`config.mk`:
```
export PLATFORM = sky130hd
export DESIGN_NAME = session_chunk_window_vote
export DESIGN_NICKNAME = d
export VERILOG_FILES = /design/src/hw/rtl/scwv_pkg.sv /design/src/hw/rtl/scwv_cfg.sv /design/src/hw/rtl/scwv_ctrl.sv /design/src/hw/rtl/scwv_dp.sv /design/src/hw/rtl/session_chunk_window_vote.sv
export VERILOG_INCLUDE_DIRS = /design/src /design/src/hw/rtl
export SDC_FILE = /design/constraint.sdc
export NUM_CORES = 1
export LEC_CHECK = 0
export BUFFER_PORTS_ARGS = -buffer_cell sky130_fd_sc_hd__buf_2
export CELL_PAD_IN_SITES_DETAIL_PLACEMENT = 0
export CELL_PAD_IN_SITES_GLOBAL_PLACEMENT = 1
export CORE_AREA = 5 5 215 269
export DETAILED_ROUTE_END_ITERATION = 7
export DIE_AREA = 0 0 220 274
export GPL_TIMING_DRIVEN = 0
export PLACE_DENSITY_LB_ADDON = 0.12
export SLEW_MARGIN = 20
export SYNTH_ARGS = -nofsm -noshare
export SYNTH_HDL_FRONTEND = slang
export SYNTH_SLANG_ARGS = --single-unit
```
`constraint.sdc`:
```
create_clock -name i_clk -period 7.7 [get_ports i_clk]
set_input_delay 1.54 -clock i_clk [delete_from_list [all_inputs] [get_ports i_clk]]
set_output_delay 1.54 -clock i_clk [all_outputs]
set_load 0.05 [all_outputs]
```
`src/hw/rtl/session_chunk_window_vote_defines.svh`:
```
// assertion macros for the windowed majority vote labeler
// used by the top level only, no other dependencies
`ifndef SESSION_CHUNK_WINDOW_VOTE_DEFINES_SVH
`define SESSION_CHUNK_WINDOW_VOTE_DEFINES_SVH

// same-cycle implication, disabled during reset
`define SCWV_ASSERT_NOW(name, clk, rst_n, ante, cons, msg) \
    name: assert property (@(posedge clk) disable iff (!rst_n) (ante) |-> (cons)) \
        else $error(msg);

// next-cycle implication, disabled during reset
`define SCWV_ASSERT_NEXT(name, clk, rst_n, ante, cons, msg) \
    name: assert property (@(posedge clk) disable iff (!rst_n) (ante) |=> (cons)) \
        else $error(msg);

`endif

```
`src/hw/rtl/scwv_pkg.sv`:
```
// shared constants, codes, structs and helpers of the window vote labeler
// no dependencies
`default_nettype none

package scwv_pkg;

    // sizing
    localparam int NUM_CLASSES     = 16;
    localparam int MAX_WINDOW      = 256;
    localparam int MAX_PREDICTIONS = 32;

    // fixed field widths
    localparam int SESSION_W    = 32;
    localparam int LABEL_W      = 4;
    localparam int SLOT_W       = 5;
    localparam int CHUNK_W      = 14;
    localparam int WIN_FIELD_W  = 9;
    localparam int PRED_FIELD_W = 6;
    localparam int CFG_IDX_W    = 2;
    localparam int CFG_DATA_W   = 9;

    // derived widths
    localparam int CLASS_W = (NUM_CLASSES > 1) ? $clog2(NUM_CLASSES) : 1;
    localparam int WIN_W   = $clog2(MAX_WINDOW + 1);
    localparam int PRED_W  = $clog2(MAX_PREDICTIONS + 1);
    localparam int LBUF_W  = (MAX_PREDICTIONS > 1) ? $clog2(MAX_PREDICTIONS) : 1;
    localparam int LIMIT_W = WIN_W + PRED_W;

    // configuration register indexes
    typedef enum logic [CFG_IDX_W-1:0] {
        CFG_WINDOW_LEN     = 2'd0,
        CFG_PRED_PER_CHUNK = 2'd1,
        CFG_TARGETS_EN     = 2'd2
    } t_cfg_idx;

    // controller states
    typedef enum logic [1:0] {
        S_IDLE,
        S_COUNT,
        S_VOTE,
        S_EMIT
    } t_state;

    // configuration as seen by the datapath
    typedef struct packed {
        logic [WIN_W-1:0]   window_len;
        logic [PRED_W-1:0]  preds;
        logic               targets_en;
        logic [LIMIT_W-1:0] limit;
    } t_cfg;

    // controller to datapath
    typedef struct packed {
        logic take;
        logic load;
        logic count;
        logic vote;
        logic emit;
    } t_cmd;

    // datapath to controller
    typedef struct packed {
        logic in_end;
        logic sess_change;
        logic chunk_open;
        logic chunk_full;
        logic out_free;
        logic slot_last;
    } t_status;

    // labels past the last class fold into the last class
    function automatic logic [CLASS_W-1:0] class_of(input logic [LABEL_W-1:0] lbl);
        if (int'(lbl) >= NUM_CLASSES) begin
            class_of = CLASS_W'(NUM_CLASSES - 1);
        end else begin
            class_of = CLASS_W'(lbl);
        end
    endfunction

endpackage

`default_nettype wire

```
`src/hw/rtl/scwv_cfg.sv`:
```
// configuration registers with range clamping and chunk sample limit
// depends on scwv_pkg
`default_nettype none

module scwv_cfg (
    input  logic                             i_clk,
    input  logic                             i_rst_n,
    input  logic                             i_cfg_valid,
    output logic                             o_cfg_ready,
    input  logic [scwv_pkg::CFG_IDX_W-1:0]   i_cfg_index,
    input  logic [scwv_pkg::CFG_DATA_W-1:0]  i_cfg_data,
    output scwv_pkg::t_cfg                   o_cfg
);
    import scwv_pkg::*;

    logic [WIN_W-1:0]        r_window_len, n_window_len;
    logic [PRED_W-1:0]       r_preds, n_preds;
    logic                    r_targets_en;
    logic [WIN_FIELD_W-1:0]  win_raw;
    logic [PRED_FIELD_W-1:0] pred_raw;

    assign o_cfg_ready = 1'b1;
    assign win_raw     = i_cfg_data[WIN_FIELD_W-1:0];
    assign pred_raw    = i_cfg_data[PRED_FIELD_W-1:0];

    // clamp written values into their legal ranges
    always_comb begin
        if (win_raw == '0) begin
            n_window_len = WIN_W'(1);
        end else if (int'(win_raw) > MAX_WINDOW) begin
            n_window_len = WIN_W'(MAX_WINDOW);
        end else begin
            n_window_len = WIN_W'(win_raw);
        end
        if (pred_raw == '0) begin
            n_preds = PRED_W'(1);
        end else if (int'(pred_raw) > MAX_PREDICTIONS) begin
            n_preds = PRED_W'(MAX_PREDICTIONS);
        end else begin
            n_preds = PRED_W'(pred_raw);
        end
    end

    // register write decode, unknown indexes are dropped
    always_ff @(posedge i_clk) begin
        if (!i_rst_n) begin
            r_window_len <= WIN_W'(1);
            r_preds      <= PRED_W'(1);
            r_targets_en <= 1'b1;
        end else if (i_cfg_valid) begin
            unique case (t_cfg_idx'(i_cfg_index))
                CFG_WINDOW_LEN:     r_window_len <= n_window_len;
                CFG_PRED_PER_CHUNK: r_preds      <= n_preds;
                CFG_TARGETS_EN:     r_targets_en <= i_cfg_data[0];
                default: ;
            endcase
        end
    end

    // samples per full chunk
    assign o_cfg.window_len = r_window_len;
    assign o_cfg.preds      = r_preds;
    assign o_cfg.targets_en = r_targets_en;
    assign o_cfg.limit      = LIMIT_W'(r_window_len) * LIMIT_W'(r_preds);

endmodule

`default_nettype wire

```
`src/hw/rtl/scwv_ctrl.sv`:
```
// controller state machine: sample count, close vote and slot emission
// depends on scwv_pkg
`default_nettype none

module scwv_ctrl (
    input  logic              i_clk,
    input  logic              i_rst_n,
    input  logic              i_in_valid,
    input  scwv_pkg::t_status i_status,
    output scwv_pkg::t_cmd    o_cmd
);
    import scwv_pkg::*;

    t_state r_state, n_state;
    logic   r_resume, n_resume;

    // state registers
    always_ff @(posedge i_clk) begin
        if (!i_rst_n) begin
            r_state  <= S_IDLE;
            r_resume <= 1'b0;
        end else begin
            r_state  <= n_state;
            r_resume <= n_resume;
        end
    end

    // next state
    always_comb begin
        n_state  = r_state;
        n_resume = r_resume;
        unique case (r_state)
            S_IDLE: begin
                if (i_in_valid) begin
                    if (i_status.in_end) begin
                        n_resume = 1'b0;
                        n_state  = i_status.chunk_open ? S_VOTE : S_IDLE;
                    end else if (i_status.sess_change && i_status.chunk_open) begin
                        // close the old session's chunk, then count the sample
                        n_resume = 1'b1;
                        n_state  = S_VOTE;
                    end else begin
                        n_state = S_COUNT;
                    end
                end
            end
            S_COUNT: begin
                n_resume = 1'b0;
                n_state  = i_status.chunk_full ? S_VOTE : S_IDLE;
            end
            S_VOTE: begin
                n_state = S_EMIT;
            end
            S_EMIT: begin
                if (i_status.out_free && i_status.slot_last) begin
                    n_state = r_resume ? S_COUNT : S_IDLE;
                end
            end
            default: begin
                n_state = S_IDLE;
            end
        endcase
    end

    // commands
    always_comb begin
        o_cmd       = '0;
        o_cmd.take  = (r_state == S_IDLE);
        o_cmd.load  = (r_state == S_IDLE) && i_in_valid;
        o_cmd.count = (r_state == S_COUNT);
        o_cmd.vote  = (r_state == S_VOTE);
        o_cmd.emit  = (r_state == S_EMIT) && i_status.out_free;
    end

endmodule

`default_nettype wire

```
`src/hw/rtl/scwv_dp.sv`:
```
// datapath: class histogram with running majority, label buffer, chunk
// counters and the output register; depends on scwv_pkg
`default_nettype none

module scwv_dp (
    input  logic                            i_clk,
    input  logic                            i_rst_n,
    input  scwv_pkg::t_cmd                  i_cmd,
    input  scwv_pkg::t_cfg                  i_cfg,
    input  logic                            i_operation,
    input  logic [scwv_pkg::SESSION_W-1:0]  i_session_tag,
    input  logic [scwv_pkg::LABEL_W-1:0]    i_class_label,
    input  logic                            i_out_stall,
    output scwv_pkg::t_status               o_status,
    output logic                            o_out_valid,
    output logic [scwv_pkg::LABEL_W-1:0]    o_label_value,
    output logic                            o_slot_weight,
    output logic [scwv_pkg::SLOT_W-1:0]     o_slot_index,
    output logic [scwv_pkg::SESSION_W-1:0]  o_chunk_session,
    output logic [scwv_pkg::CHUNK_W-1:0]    o_chunk_samples,
    output logic                            o_last_in_chunk
);
    import scwv_pkg::*;

    // histogram and running majority of the open window
    logic [WIN_W-1:0]     r_hist [NUM_CLASSES];
    logic [WIN_W-1:0]     r_window_fill;
    logic [CLASS_W-1:0]   r_best;
    logic [WIN_W-1:0]     r_best_cnt;
    // chunk state
    logic [LIMIT_W-1:0]   r_chunk_fill;
    logic [LABEL_W-1:0]   r_lbuf [MAX_PREDICTIONS];
    logic [PRED_W-1:0]    r_labels_held;
    logic [SESSION_W-1:0] r_last_session;
    logic [PRED_W-1:0]    r_slot;
    // latched sample
    logic [SESSION_W-1:0] r_in_session;
    logic [CLASS_W-1:0]   r_in_class;
    // output register
    logic                 r_out_valid;
    logic [LABEL_W-1:0]   r_label_value;
    logic                 r_slot_weight;
    logic [SLOT_W-1:0]    r_slot_index;
    logic [SESSION_W-1:0] r_chunk_session;
    logic [CHUNK_W-1:0]   r_chunk_samples;
    logic                 r_last_in_chunk;

    logic [WIN_W-1:0]     hist_inc;
    logic [WIN_W-1:0]     wfill_inc;
    logic [CLASS_W-1:0]   n_best;
    logic [WIN_W-1:0]     n_best_cnt;
    logic                 window_done;
    logic                 can_store;
    logic                 count_vote;
    logic                 close_vote;
    logic                 store_label;
    logic                 clear_win;
    logic                 chunk_done;
    logic [CLASS_W-1:0]   vote_label;
    logic [LIMIT_W-1:0]   chunk_inc;
    logic [PRED_W-1:0]    num_slots;
    logic [PRED_W-1:0]    slot_inc;
    logic                 slot_last;
    logic                 slot_real;

    // running majority: counts only grow by one, ties go to the lower class
    assign hist_inc  = r_hist[r_in_class] + WIN_W'(1);
    assign wfill_inc = r_window_fill + WIN_W'(1);

    always_comb begin
        n_best     = r_best;
        n_best_cnt = r_best_cnt;
        if (r_in_class == r_best) begin
            n_best_cnt = hist_inc;
        end else if ((hist_inc > r_best_cnt) ||
                     ((hist_inc == r_best_cnt) && (r_in_class < r_best))) begin
            n_best     = r_in_class;
            n_best_cnt = hist_inc;
        end
    end

    // window close and label store decisions
    assign window_done = (wfill_inc >= i_cfg.window_len);
    assign can_store   = (r_labels_held < i_cfg.preds) &&
                         (int'(r_labels_held) < MAX_PREDICTIONS);
    assign count_vote  = i_cmd.count && i_cfg.targets_en && window_done;
    assign close_vote  = i_cmd.vote && i_cfg.targets_en && (r_window_fill != '0);
    assign store_label = (count_vote || close_vote) && can_store;
    assign vote_label  = i_cmd.count ? n_best : r_best;

    // slot walk
    assign chunk_inc  = r_chunk_fill + LIMIT_W'(1);
    assign num_slots  = i_cfg.targets_en ? i_cfg.preds : PRED_W'(1);
    assign slot_inc   = r_slot + PRED_W'(1);
    assign slot_last  = (slot_inc == num_slots);
    assign slot_real  = i_cfg.targets_en && (r_slot < r_labels_held);
    assign chunk_done = i_cmd.emit && slot_last;
    assign clear_win  = count_vote || close_vote || chunk_done;

    // control registers
    always_ff @(posedge i_clk) begin
        if (!i_rst_n) begin
            r_hist         <= '{default: '0};
            r_window_fill  <= '0;
            r_best         <= '0;
            r_best_cnt     <= '0;
            r_chunk_fill   <= '0;
            r_labels_held  <= '0;
            r_last_session <= '0;
            r_slot         <= '0;
            r_out_valid    <= 1'b0;
        end else begin
            // output register handshake
            if (i_cmd.emit) begin
                r_out_valid <= 1'b1;
            end else if (!i_out_stall) begin
                r_out_valid <= 1'b0;
            end

            // histogram and window fill
            if (clear_win) begin
                r_hist        <= '{default: '0};
                r_window_fill <= '0;
                r_best        <= '0;
                r_best_cnt    <= '0;
            end else if (i_cmd.count && i_cfg.targets_en) begin
                r_hist[r_in_class] <= hist_inc;
                r_window_fill      <= wfill_inc;
                r_best             <= n_best;
                r_best_cnt         <= n_best_cnt;
            end

            // chunk fill and session
            if (chunk_done) begin
                r_chunk_fill <= '0;
            end else if (i_cmd.count) begin
                r_chunk_fill <= chunk_inc;
            end
            if (i_cmd.count) begin
                r_last_session <= r_in_session;
            end

            // labels held
            if (chunk_done) begin
                r_labels_held <= '0;
            end else if (store_label) begin
                r_labels_held <= r_labels_held + PRED_W'(1);
            end

            // slot counter
            if (i_cmd.vote) begin
                r_slot <= '0;
            end else if (i_cmd.emit) begin
                r_slot <= slot_inc;
            end
        end
    end

    // label buffer, read only below the held count
    always_ff @(posedge i_clk) begin
        if (store_label) begin
            r_lbuf[r_labels_held[LBUF_W-1:0]] <= LABEL_W'(vote_label);
        end
    end

    // sample latch
    always_ff @(posedge i_clk) begin
        if (i_cmd.load) begin
            r_in_session <= i_session_tag;
            r_in_class   <= class_of(i_class_label);
        end
    end

    // output payload
    always_ff @(posedge i_clk) begin
        if (i_cmd.emit) begin
            r_label_value   <= slot_real ? r_lbuf[r_slot[LBUF_W-1:0]] : '0;
            r_slot_weight   <= slot_real;
            r_slot_index    <= SLOT_W'(r_slot);
            r_chunk_session <= r_last_session;
            r_chunk_samples <= CHUNK_W'(r_chunk_fill);
            r_last_in_chunk <= slot_last;
        end
    end

    // status to the controller
    assign o_status.in_end      = i_operation;
    assign o_status.sess_change = (i_session_tag != r_last_session);
    assign o_status.chunk_open  = (r_chunk_fill != '0);
    assign o_status.chunk_full  = (chunk_inc >= i_cfg.limit);
    assign o_status.out_free    = !r_out_valid || !i_out_stall;
    assign o_status.slot_last   = slot_last;

    assign o_out_valid     = r_out_valid;
    assign o_label_value   = r_label_value;
    assign o_slot_weight   = r_slot_weight;
    assign o_slot_index    = r_slot_index;
    assign o_chunk_session = r_chunk_session;
    assign o_chunk_samples = r_chunk_samples;
    assign o_last_in_chunk = r_last_in_chunk;

endmodule

`default_nettype wire

```
`src/hw/rtl/session_chunk_window_vote.sv`:
```
// top level of the windowed majority vote labeler
// depends on scwv_pkg, scwv_cfg, scwv_ctrl, scwv_dp and the assertion macro header
//
//   channel   direction  handshake               payload
//   in        sink       i_in_valid / o_in_stall  operation, session_tag, class_label
//   out       source     o_out_valid / i_out_stall label_value, slot_weight, slot_index,
//                                                  chunk_session, chunk_samples, last_in_chunk
//   cfg       sink       i_cfg_valid / o_cfg_ready cfg_index, cfg_data
//
// a sample is accepted, then counted by one histogram update in the datapath
// a chunk close adds a vote step, then emits its slots one by one (predictions
// per chunk, or 1 without targets), each slot waiting while the output stalls
// a session change that closes a chunk runs the close, then the sample's histogram update
// reset is synchronous, active low, and needs no clearing pass
// the output register holds a result while the next item is taken in
`default_nettype none
`include "session_chunk_window_vote_defines.svh"

module session_chunk_window_vote (
    input  logic                            i_clk,
    input  logic                            i_rst_n,
    // input items
    input  logic                            i_in_valid,
    output logic                            o_in_stall,
    input  logic                            i_operation,
    input  logic [scwv_pkg::SESSION_W-1:0]  i_session_tag,
    input  logic [scwv_pkg::LABEL_W-1:0]    i_class_label,
    // result items
    output logic                            o_out_valid,
    input  logic                            i_out_stall,
    output logic [scwv_pkg::LABEL_W-1:0]    o_label_value,
    output logic                            o_slot_weight,
    output logic [scwv_pkg::SLOT_W-1:0]     o_slot_index,
    output logic [scwv_pkg::SESSION_W-1:0]  o_chunk_session,
    output logic [scwv_pkg::CHUNK_W-1:0]    o_chunk_samples,
    output logic                            o_last_in_chunk,
    // configuration writes
    input  logic                            i_cfg_valid,
    output logic                            o_cfg_ready,
    input  logic [scwv_pkg::CFG_IDX_W-1:0]  i_cfg_index,
    input  logic [scwv_pkg::CFG_DATA_W-1:0] i_cfg_data
);
    import scwv_pkg::*;

    t_cfg    cfg;
    t_cmd    cmd;
    t_status status;

    // configuration registers
    scwv_cfg u_cfg (
        .i_clk       (i_clk),
        .i_rst_n     (i_rst_n),
        .i_cfg_valid (i_cfg_valid),
        .o_cfg_ready (o_cfg_ready),
        .i_cfg_index (i_cfg_index),
        .i_cfg_data  (i_cfg_data),
        .o_cfg       (cfg)
    );

    // controller
    scwv_ctrl u_ctrl (
        .i_clk      (i_clk),
        .i_rst_n    (i_rst_n),
        .i_in_valid (i_in_valid),
        .i_status   (status),
        .o_cmd      (cmd)
    );

    // datapath
    scwv_dp u_dp (
        .i_clk           (i_clk),
        .i_rst_n         (i_rst_n),
        .i_cmd           (cmd),
        .i_cfg           (cfg),
        .i_operation     (i_operation),
        .i_session_tag   (i_session_tag),
        .i_class_label   (i_class_label),
        .i_out_stall     (i_out_stall),
        .o_status        (status),
        .o_out_valid     (o_out_valid),
        .o_label_value   (o_label_value),
        .o_slot_weight   (o_slot_weight),
        .o_slot_index    (o_slot_index),
        .o_chunk_session (o_chunk_session),
        .o_chunk_samples (o_chunk_samples),
        .o_last_in_chunk (o_last_in_chunk)
    );

    assign o_in_stall = !cmd.take;

    // an accepted sample always makes the block busy, stalling the input, before it takes another item
    `SCWV_ASSERT_NEXT(a_sample_busy, i_clk, i_rst_n, i_in_valid && !o_in_stall && !i_operation, o_in_stall, "sample accepted without a busy cycle")

    // the last slot of a close leaves the chunk empty
    `SCWV_ASSERT_NEXT(a_close_clears_chunk, i_clk, i_rst_n, cmd.emit && status.slot_last, !status.chunk_open, "chunk still open after its last slot")

    // a result only appears after a slot load
    `SCWV_ASSERT_NOW(a_valid_from_emit, i_clk, i_rst_n, $rose(o_out_valid), $past(cmd.emit), "result valid without a slot load")

endmodule

`default_nettype wire

```
==> results of run 1 <==
[cells by family after synthesis]
logic type / after synthesis / share of synthesized area [%]
AOI/OAI and AO/OA: 313 / 10.27
xor gates and xnor gates: 98 / 4.219
adders and majority gates: 109 / 7.296
buffers and inverters: 198 / 4.006
DFF: 466 / 53.24
muxes: 113 / 9.322
other: 1 / 0.01730
and+or+nand+nor: 582 / 11.63
[final timing paths]
kind	from	end	slack, ps	depth (start not counted)
hold reg to reg	u_dp.r_chunk_fill[11]	u_dp.o_chunk_samples[11]	430	0
hold / removal	u_dp.r_chunk_fill[11]	u_dp.o_chunk_samples[11]	430	0
setup reg to reg	u_dp.r_in_class[1]	u_dp.r_lbuf[21][0]	880	17
setup / recovery	u_dp.r_in_class[1]	u_dp.r_lbuf[21][0]	880	17
[per-layer routing]
layer | routed length [µm] | vias up
met4 | 1144 | 0
li1 | - | 7086
met2 | 29820 | 272
met1 | 23680 | 7196
met5 | 0 | -
met3 | 2112 | 72
[state kept, by name, indices dropped and copies added (netlist names), 14 cells and up]
signal / count
u_dp.o_chunk_samples: 14
u_dp.r_last_session: 32
u_dp.r_hist: 144
u_dp.r_lbuf: 128
u_dp.r_chunk_fill: 15
u_dp.o_chunk_session: 32
u_dp.r_in_session: 32
[synth_stat cells, types with 10 or more instances]
master / count
fa_1: 29
a21oi_1: 79
mux2i_1: 41
nor4_1: 14
o21ai_0: 24
xor2_1: 55
nand2_1: 142
xnor2_1: 37
ha_1: 80
a22oi_1: 17
nand3_1: 32
inv_1: 87
clkbuf_1: 52
nor3b_1: 10
nand4_1: 10
nor2_1: 309
a211oi_1: 125
dfxtp_1: 245
nor3_1: 11
buf_2: 33
a211oi_2: 15
a21o_1: 13
mux4_2: 71
edfxtp_1: 221
[area by class of cell]
| class | count | area share, % |
|---|---|---|
| timing repair buffer | 114 | 2.599 |
| inverter | 92 | 1.395 |
| buffer | 106 | 2.097 |
| clock buffer | 65 | 5.319 |
| multi-input combinational | 1216 | 37.46 |
| clock inverter | 27 | 1.154 |
| tap | 735 | 3.688 |
| sequential | 466 | 46.28 |
[power by group]
part           internal, µW  switching, µW  leakage, µW  total [µW]
Sequential             2740           59.2      0.00403        2800
Combinational           259            552      0.00401         811
Clock                  1360           1010     0.000786        2370
[stage by stage]
stage                     worst slack (ps)  hold WS, ps
after floorplan                       1995        406.4
after global placement               -1244        413.8
after detailed placement             785.8        414.4
after CTS                            729.3        437.8
after global routing                 400.4        460.3
final                                878.5        434.0
==> summary.txt, run 1 <==
status - finished, final reports clean
top_reg_cell synth - dfxtp_1
first-pass iteration count of the detailed router - 5
TNS Setup - 0 ps
critical path launch point type - register
PostCTS Resize Cnt - 0
P_leak - 0.008824 µW
CP Max Fanout - 32
Slew headroom - 27.62%
post-layout min period - 6822 ps
most frequent cells in the layout - 308 x nor2_1, 245 x dfxtp_1, 221 x edfxtp_1
# rows - 96
first-pass GRT wire length - 88130 µm
die area - 60280 µm²
grt met2 use - 34.86%
maximum vdd drop - 0.0001597 V
clock sink total - 466
largest net degree at the start of global routing - 51
share of post-route cells with drive strength above 1 - 17.02%
most common cell after layout, fill and taps aside - nor2_1
Max clock buf depth - 3
CP dominant cell by count - buf_2
crit-path cells - buf_2 -> buf_2 -> mux4_2 -> a22oi_1 -> nand2_2 -> buf_1 -> ha_1 -> xnor2_1 -> buf_2 -> inv_1 -> ha_1 -> nand2_1 -> o21ai_0 -> a221o_1 -> a21oi_1 -> nor4_2 -> mux2_2
Port-buffer cells - 110
final net count - 2207
post-placement cell count - 2729
fin cells - 2821
gr busiest metal - met2
Post-Syn Area - 21680 µm²
Core Box Area - 54770 µm²
cell area power density - 239.8 nW/µm²
IO Pins - 113
total of max-cap violations - 0
CTS H-Tree Depth - 2
Fmax achieved - 146.6 MHz
Via density - 5.185
TritonCTS clock tree - done
sequential cell area - 11540 µm²
area of the multi-input gates - 9341 µm²
hpwl dp - 41510 µm
cell area after layout - 24940 µm²
antenna violations before repair - 0
Synth top area share - 30.61%
Vias - 14630
EDFF count, synth - 221
flops & latches, synth - 466
top cells by area, synth - edfxtp_1 31%, dfxtp_1 23%, mux4_2 7.4%
fill count - 5254
Tcrit/Tclk final - 88.59%
sequential-to-total area share from yosys stat - 53.24%
RePlAce Congestion - 0.8443
initial core utilization - 39.58%
Die Height - 274 µm
Worst EP required - 8000 ps
Reg clk slew, reported paths - 60 ps
Synth area leader - edfxtp_1
final core occ - 45.52%
Tightest Hold Check Type - register to register
Tot Pwr - 5981 µW
unrepaired setup endpoints after global routing - no
final hold viol count - 0
slowest cell delay on critical path - 890 ps
grt ovf - 0
WS Path Type - register to register
cell area after placement - 23310 µm²
skew final - 31.53 ps
WP data arrival - 7120 ps
CP top delay family - buffers and inverters
syn_area_per_cell - 11.53 µm²
Tightest Pin Transition - 1077 ps
worst path bufs/invs - 5
max-slew violations - 0
DR iter-0 viols - 845
Synth Net Count - 2042
Hold-fix buffers, CTS - 0
WL/cell - 20.12 µm
slowest cell on the critical path - nor4_2
synthesized instance count - 1880
M3 GR Usage - 2.750%
met1 usage - 22.76%
Syn-to-layout area delta - 15.03%
root buffer cell - clkbuf_16
library cells used by synthesis - 78
gr usage total - 18.74%
ys async rst share - 0%
post-route ant nets - 0
Routed WL - 56750 µm
crit end category - register
vias in the first global route - 15100
Setup Fix Bufs, Post-CTS - 0
clk_lat worst skew - 610 ps
final setup vio count - 0
DRC viols - 0
Syn. warnings - 0
n_diodes - 0
Die W - 220 µm
total CTS buffers - 49
No activity file was read; power rests on OpenSTA's default activity.
==> run 2: changes to the inputs <==
- CORE_AREA: 5 5 215 269 -> 5 5 267 217
- DIE_AREA: 0 0 220 274 -> 0 0 272 222
==> summary.txt, run 2 (synthesis results as in run 1) <==
Max clock buf depth - 3 (unchanged)
Routed WL - 54860 µm (was 56750 µm)
Syn-to-layout area delta - 14.76% (was 15.03%)
DRC viols - 0 (unchanged)
Worst EP required - 8000 ps (about the same)
Reg2Reg Setup Slack - 1190 ps (was 880 ps)
Reg clk slew, reported paths - 60 ps (about the same)
Hold-fix buffers, CTS - 0 (unchanged)
first-pass iteration count of the detailed router - 5 (unchanged)
cell area power density - 238.9 nW/µm² (was 239.8 nW/µm²)
post-route ant nets - 0 (unchanged)
post-placement cell count - 2705 (was 2729)
Die Height - 222 µm (was 274 µm)
WP data arrival - 6800 ps (was 7120 ps)
status - finished, final reports clean (unchanged)
Die W - 272 µm (was 220 µm)
DR iter-0 viols - 992 (was 845)
sequential cell area - 11540 µm² (unchanged)
grt ovf - 0 (unchanged)
Vias - 14700 (was 14630)
Tot Pwr - 5944 µW (was 5981 µW)
gr usage total - 17.93% (was 18.74%)
CP dominant cell by count - buf_2 (unchanged)
fill count - 5141 (was 5254)
max reg flops - 144 (unchanged)
Tcrit/Tclk final - 84.53% (was 88.59%)
unrepaired setup endpoints after global routing - no (unchanged)
clock sink total - 466 (unchanged)
hpwl dp - 40080 µm (was 41510 µm)
CTS H-Tree Depth - 2 (unchanged)
WS Path Type - register to register (unchanged)
slowest cell on the critical path - nor4_2 (unchanged)
final hold viol count - 0 (unchanged)
first-pass GRT wire length - 86170 µm (was 88130 µm)
share of post-route cells with drive strength above 1 - 17.02% (unchanged)
max-slew violations - 0 (unchanged)
final setup vio count - 0 (unchanged)
fin cells - 2797 (was 2821)
crit end category - register (unchanged)
TritonCTS clock tree - done (unchanged)
Fmax achieved - 153.6 MHz (was 146.6 MHz)
# rows - 77 (was 96)
root buffer cell - clkbuf_16 (unchanged)
skew final - 28.77 ps (was 31.53 ps)
P_leak - 0.008813 µW (was 0.008824 µW)
CP Max Fanout - 32 (unchanged)
Port-buffer cells - 110 (unchanged)
crit-path cells - buf_2 -> buf_2 -> mux4_2 -> a22oi_1 -> nand2_2 -> buf_1 -> ha_1 -> xnor2_1 -> buf_2 -> inv_1 -> ha_1 -> nand2_1 -> o21ai_0 -> a221o_1 -> a21oi_1 -> nor4_2 -> mux2_2 (unchanged)
Core Box Area - 54820 µm² (was 54770 µm²)
most common cell after layout, fill and taps aside - nor2_1 (unchanged)
WL/cell - 19.61 µm (was 20.12 µm)
Biggest register - u_dp.r_hist (unchanged)
area of the multi-input gates - 9328 µm² (was 9341 µm²)
PostCTS Resize Cnt - 0 (unchanged)
antenna violations before repair - 1 (was 0)
final net count - 2207 (unchanged)
IO Pins - 113 (unchanged)
total of max-cap violations - 0 (unchanged)
die area - 60380 µm² (was 60280 µm²)
post-layout min period - 6509 ps (was 6822 ps)
clk_lat worst skew - 600 ps (was 610 ps)
WHS - 436.8 ps (was 434.0 ps)
RePlAce Congestion - 0.7927 (was 0.8443)
most frequent cells in the layout - 308 x nor2_1, 245 x dfxtp_1, 221 x edfxtp_1 (unchanged)
CP top delay family - buffers and inverters (unchanged)
maximum vdd drop - 0.0001832 V (was 0.0001597 V)
worst path bufs/invs - 5 (unchanged)
vias in the first global route - 14590 (was 15100)
Tightest Pin Transition - 1053 ps (was 1077 ps)
Setup Fix Bufs, Post-CTS - 0 (unchanged)
total CTS buffers - 49 (unchanged)
Tightest Hold Check Type - register to register (unchanged)
critical path launch point type - register (unchanged)
largest net degree at the start of global routing - 48 (was 51)
Slew headroom - 29.17% (was 27.62%)
slowest cell delay on critical path - 780 ps (was 890 ps)
initial core utilization - 39.54% (was 39.58%)
n_diodes - 0 (unchanged)
Via density - 5.255 (was 5.185)
==> run 2: cell count changes in the layout (fill, tap and decap cells not counted), sizes merged <==
cell / change
inv: +1
bufinv: -2
clkinvlp: +1
clkbuf: -2
clkinv: +2
==> run 2: metrics by stage <==
stage          utilization, %  setup slack [ps]  instance area (µm²)  setup TNS (ps)
2_1_floorplan               -              1995                21680               0
3_3_place_gp            42.17            -821.2                23120          -60770
3_5_place_dp            42.45              1188                23270               0
4_1_cts                 45.38              1126                24880               0
5_1_grt                 45.38             625.7                24880               0
6_report                45.38              1191                24880               0
==> run 2: where the power goes <==
group          switching [µW]  internal, µW  leakage, µW
clock network            1020          1320     0.000782
logic                     544           256      0.00400
registers                60.6          2740      0.00403
==> run 2: cell type report <==
class                           instances  share of cell area [%]
Clock buffer                           63                   5.462
Timing Repair Buffer                  114                   2.575
Clock inverter                         29                  0.9959
Sequential cell                       466                   46.39
Tap cell                              711                   3.576
Buffer                                106                   2.102
Inverter                               92                   1.398
Multi-Input combinational cell       1216                   37.50
==> run 2: final timing paths <==
kind	start	endpoint	cells past startpoint
setup reg to reg	u_dp.r_in_class[1]	u_dp.r_lbuf[3][0]	17
hold / removal	u_dp.r_chunk_fill[10]	u_dp.o_chunk_samples[10]	0
hold reg to reg	u_dp.r_chunk_fill[10]	u_dp.o_chunk_samples[10]	0
setup / recovery	u_dp.r_in_class[1]	u_dp.r_lbuf[3][0]	17
==> run 2: routing by layer <==
metal / track usage (%) / part of all wire (%) / routed length (µm) / up-vias
li1: - / - / - / 7100
met1: 26.94 / 49 / 26850 / 7243
met2: 27.92 / 45 / 24670 / 294
met3: 2.618 / 4.7 / 2593 / 62
met4: 3.435 / 1.3 / 740 / 0
met5: 0 / 0 / 0 / -
==> run 3: changes to the inputs <==
- clock period: 7.7 -> 6.2 ns (I/O delays scaled with it)
==> summary.txt, run 3 (synthesis results as in run 1) <==
status - finished, final reports clean (unchanged)
grt met2 use - 27.97% (was 27.92%)
CP top delay family - buffers and inverters (unchanged)
Setup WS pre-CTS - -312.5 ps (was 1188 ps)
met1 usage - 26.91% (was 26.94%)
Max clock buf depth - 3 (unchanged)
unrepaired setup endpoints after global routing - no (unchanged)
total of max-cap violations - 0 (unchanged)
IO Pins - 113 (unchanged)
Syn-to-layout area delta - 15.07% (was 14.76%)
final core occ - 45.50% (was 45.38%)
final net count - 2205 (was 2207)
Slew headroom - 27.92% (was 29.17%)
Reg2Reg Setup Slack - 390 ps (was 1190 ps)
gr busiest metal - met2 (unchanged)
DR iter-0 viols - 961 (was 992)
post-route ant nets - 0 (unchanged)
CTS H-Tree Depth - 2 (unchanged)
CP startpoint - u_dp.r_in_class[1] (unchanged)
Port-buffer cells - 110 (unchanged)
most frequent cells in the layout - 307 x nor2_1, 245 x dfxtp_1, 221 x edfxtp_1 (was 308 x nor2_1, 245 x dfxtp_1, 221 x edfxtp_1)
Core Box Area - 54820 µm² (unchanged)
P_leak - 0.008829 µW (was 0.008813 µW)
root buffer cell - clkbuf_16 (unchanged)
post-layout min period - 5809 ps (was 6509 ps)
largest net degree at the start of global routing - 48 (unchanged)
grt ovf - 0 (unchanged)
max reg flops - 144 (unchanged)
worst path bufs/invs - 7 (was 5)
crit-path cells - clkbuf_4 -> buf_4 -> mux4_2 -> a22oi_1 -> nand2_2 -> clkbuf_2 -> ha_1 -> nand3_2 -> xor2_4 -> buf_4 -> inv_1 -> ha_1 -> nand4_1 -> or4b_1 -> a21oi_4 -> nor3b_1 -> o311a_1 -> clkbuf_1 -> buf_2 -> a211oi_1 (was buf_2 -> buf_2 -> mux4_2 -> a22oi_1 -> nand2_2 -> buf_1 -> ha_1 -> xnor2_1 -> buf_2 -> inv_1 -> ha_1 -> nand2_1 -> o21ai_0 -> a221o_1 -> a21oi_1 -> nor4_2 -> mux2_2)
Hold-fix buffers, CTS - 0 (unchanged)
slowest cell on the critical path - or4b_1 (was nor4_2)
skew final - 26.46 ps (was 28.77 ps)
fill count - 5134 (was 5141)
Tightest Pin Transition - 1071 ps (was 1053 ps)
post-placement cell count - 2705 (unchanged)
fin cells - 2795 (was 2797)
Fmax achieved - 172.2 MHz (was 153.6 MHz)
Vias - 14670 (was 14700)
first-pass GRT wire length - 86240 µm (was 86170 µm)
Die W - 272 µm (unchanged)
crit end category - register (unchanged)
die area - 60380 µm² (unchanged)
CP Max Fanout - 11 (was 32)
DRC viols - 0 (unchanged)
gr usage total - 17.94% (was 17.93%)
cell area power density - 296.5 nW/µm² (was 238.9 nW/µm²)
Via density - 5.249 (was 5.255)
TNS Setup - 0 ps (unchanged)
n_diodes - 0 (unchanged)
WP data arrival - 6300 ps (was 6800 ps)
Tcrit/Tclk final - 93.69% (was 84.53%)
TritonCTS clock tree - done (unchanged)
critical path launch point type - register (unchanged)
number of cells on the critical path - 20 (was 17)
WL/cell - 19.64 µm (was 19.61 µm)
Biggest register - u_dp.r_hist (unchanged)
M3 GR Usage - 2.618% (unchanged)
RR Endpoint - u_dp.r_best_cnt[3] (was u_dp.r_lbuf[3][0])
vias in the first global route - 14600 (was 14590)
slowest cell delay on critical path - 650 ps (was 780 ps)
Worst EP required - 6690 ps (was 8000 ps)
Routed WL - 54880 µm (was 54860 µm)
share of post-route cells with drive strength above 1 - 17.32% (was 17.02%)
Tightest Hold Check Type - register to register (unchanged)
r2r worst-path depth - 20 (was 17)
clk_lat worst skew - 600 ps (about the same)
most common cell after layout, fill and taps aside - nor2_1 (unchanged)
sequential cell area - 11540 µm² (unchanged)
total CTS buffers - 49 (unchanged)
first-pass iteration count of the detailed router - 5 (unchanged)
clock sink total - 466 (unchanged)
Worst Setup EP - u_dp.r_best_cnt[3] (was u_dp.r_lbuf[3][0])
Reg clk slew, reported paths - 60 ps (about the same)
final hold viol count - 0 (unchanged)
WS Path Type - register to register (unchanged)
area of the multi-input gates - 9389 µm² (was 9328 µm²)
Die Height - 222 µm (unchanged)
# rows - 77 (unchanged)
maximum vdd drop - 0.0002274 V (was 0.0001832 V)
final setup vio count - 0 (unchanged)
max-slew violations - 0 (unchanged)
antenna violations before repair - 0 (was 1)
setup ws final - 391.5 ps (was 1191 ps)
Setup Fix Bufs, Post-CTS - 0 (unchanged)
launch point of the worst reg-to-reg path - u_dp.r_in_class[1] (unchanged)
initial core utilization - 39.54% (unchanged)
hpwl dp - 40080 µm (unchanged)
RePlAce Congestion - 0.7927 (unchanged)
## run 3: worst reg2reg max path, delay by kind of cell, from the launching register on
kind	cells	cell delay, ps
compound gates	4	1100
fa+ha+maj	2	660
mux	1	330
flops	1	380
xor+xnor	1	310
buf+inv	7	1650
simple gates	5	1270
## run 3: cell type report
class / count / area share (%)
well taps: 711 / 3.566
clock buffers: 63 / 5.447
clock inverters: 29 / 0.9932
plain buffers: 104 / 2.107
multi-input cells: 1216 / 37.64
repair buffers: 114 / 2.568
flip-flops and latches: 466 / 46.27
inverters: 92 / 1.410
## run 3: how the worst min path moves through the flow
stage | from | end | cells after the start
after floorplan | u_dp.r_chunk_fill[10] | u_dp.o_chunk_samples[10] | 0
after global placement | u_dp.r_chunk_fill[2] | u_dp.o_chunk_samples[2] | 0
after detailed placement | u_dp.r_chunk_fill[10] | u_dp.o_chunk_samples[10] | 0
after CTS | u_dp.r_chunk_fill[10] | u_dp.o_chunk_samples[10] | 0
after global routing | u_dp.r_chunk_fill[10] | u_dp.o_chunk_samples[10] | 0
final | u_dp.r_chunk_fill[10] | u_dp.o_chunk_samples[10] | 0
## run 3: repair_timing
item                                   4_1_cts  5_1_grt
resized for setup                            7       10
setup endpoints to repair                   91      106
endpoints found under the hold margin        0        0
pin swaps                                    0        1
## run 3: metrics by stage
stage	hold slack [ps]	power, µW	instance area, µm²
after floorplan	406.4	4183	21680
after global placement	421.9	4513	23120
after detailed placement	423.3	4552	23270
after CTS	439.5	7494	24920
after global routing	449.7	7727	24940
final	436.8	7396	24940
## run 3: report_power, final
part	total [µW]	internal, µW	switching [µW]
clock network	2910	1640	1270
registers	3480	3410	75.8
logic	1000	323	681
total	7400	5370	2030
## run 3: metal layers
| metal | part of all wire [%] | wire length, µm | up-vias |
|---|---|---|---|
| met3 | 4.2 | 2330 | 57 |
| met2 | 45 | 24780 | 255 |
| met4 | 1.3 | 716 | 0 |
| li1 | - | - | 7101 |
| met5 | 0 | 0 | - |
| met1 | 49 | 27050 | 7257 |
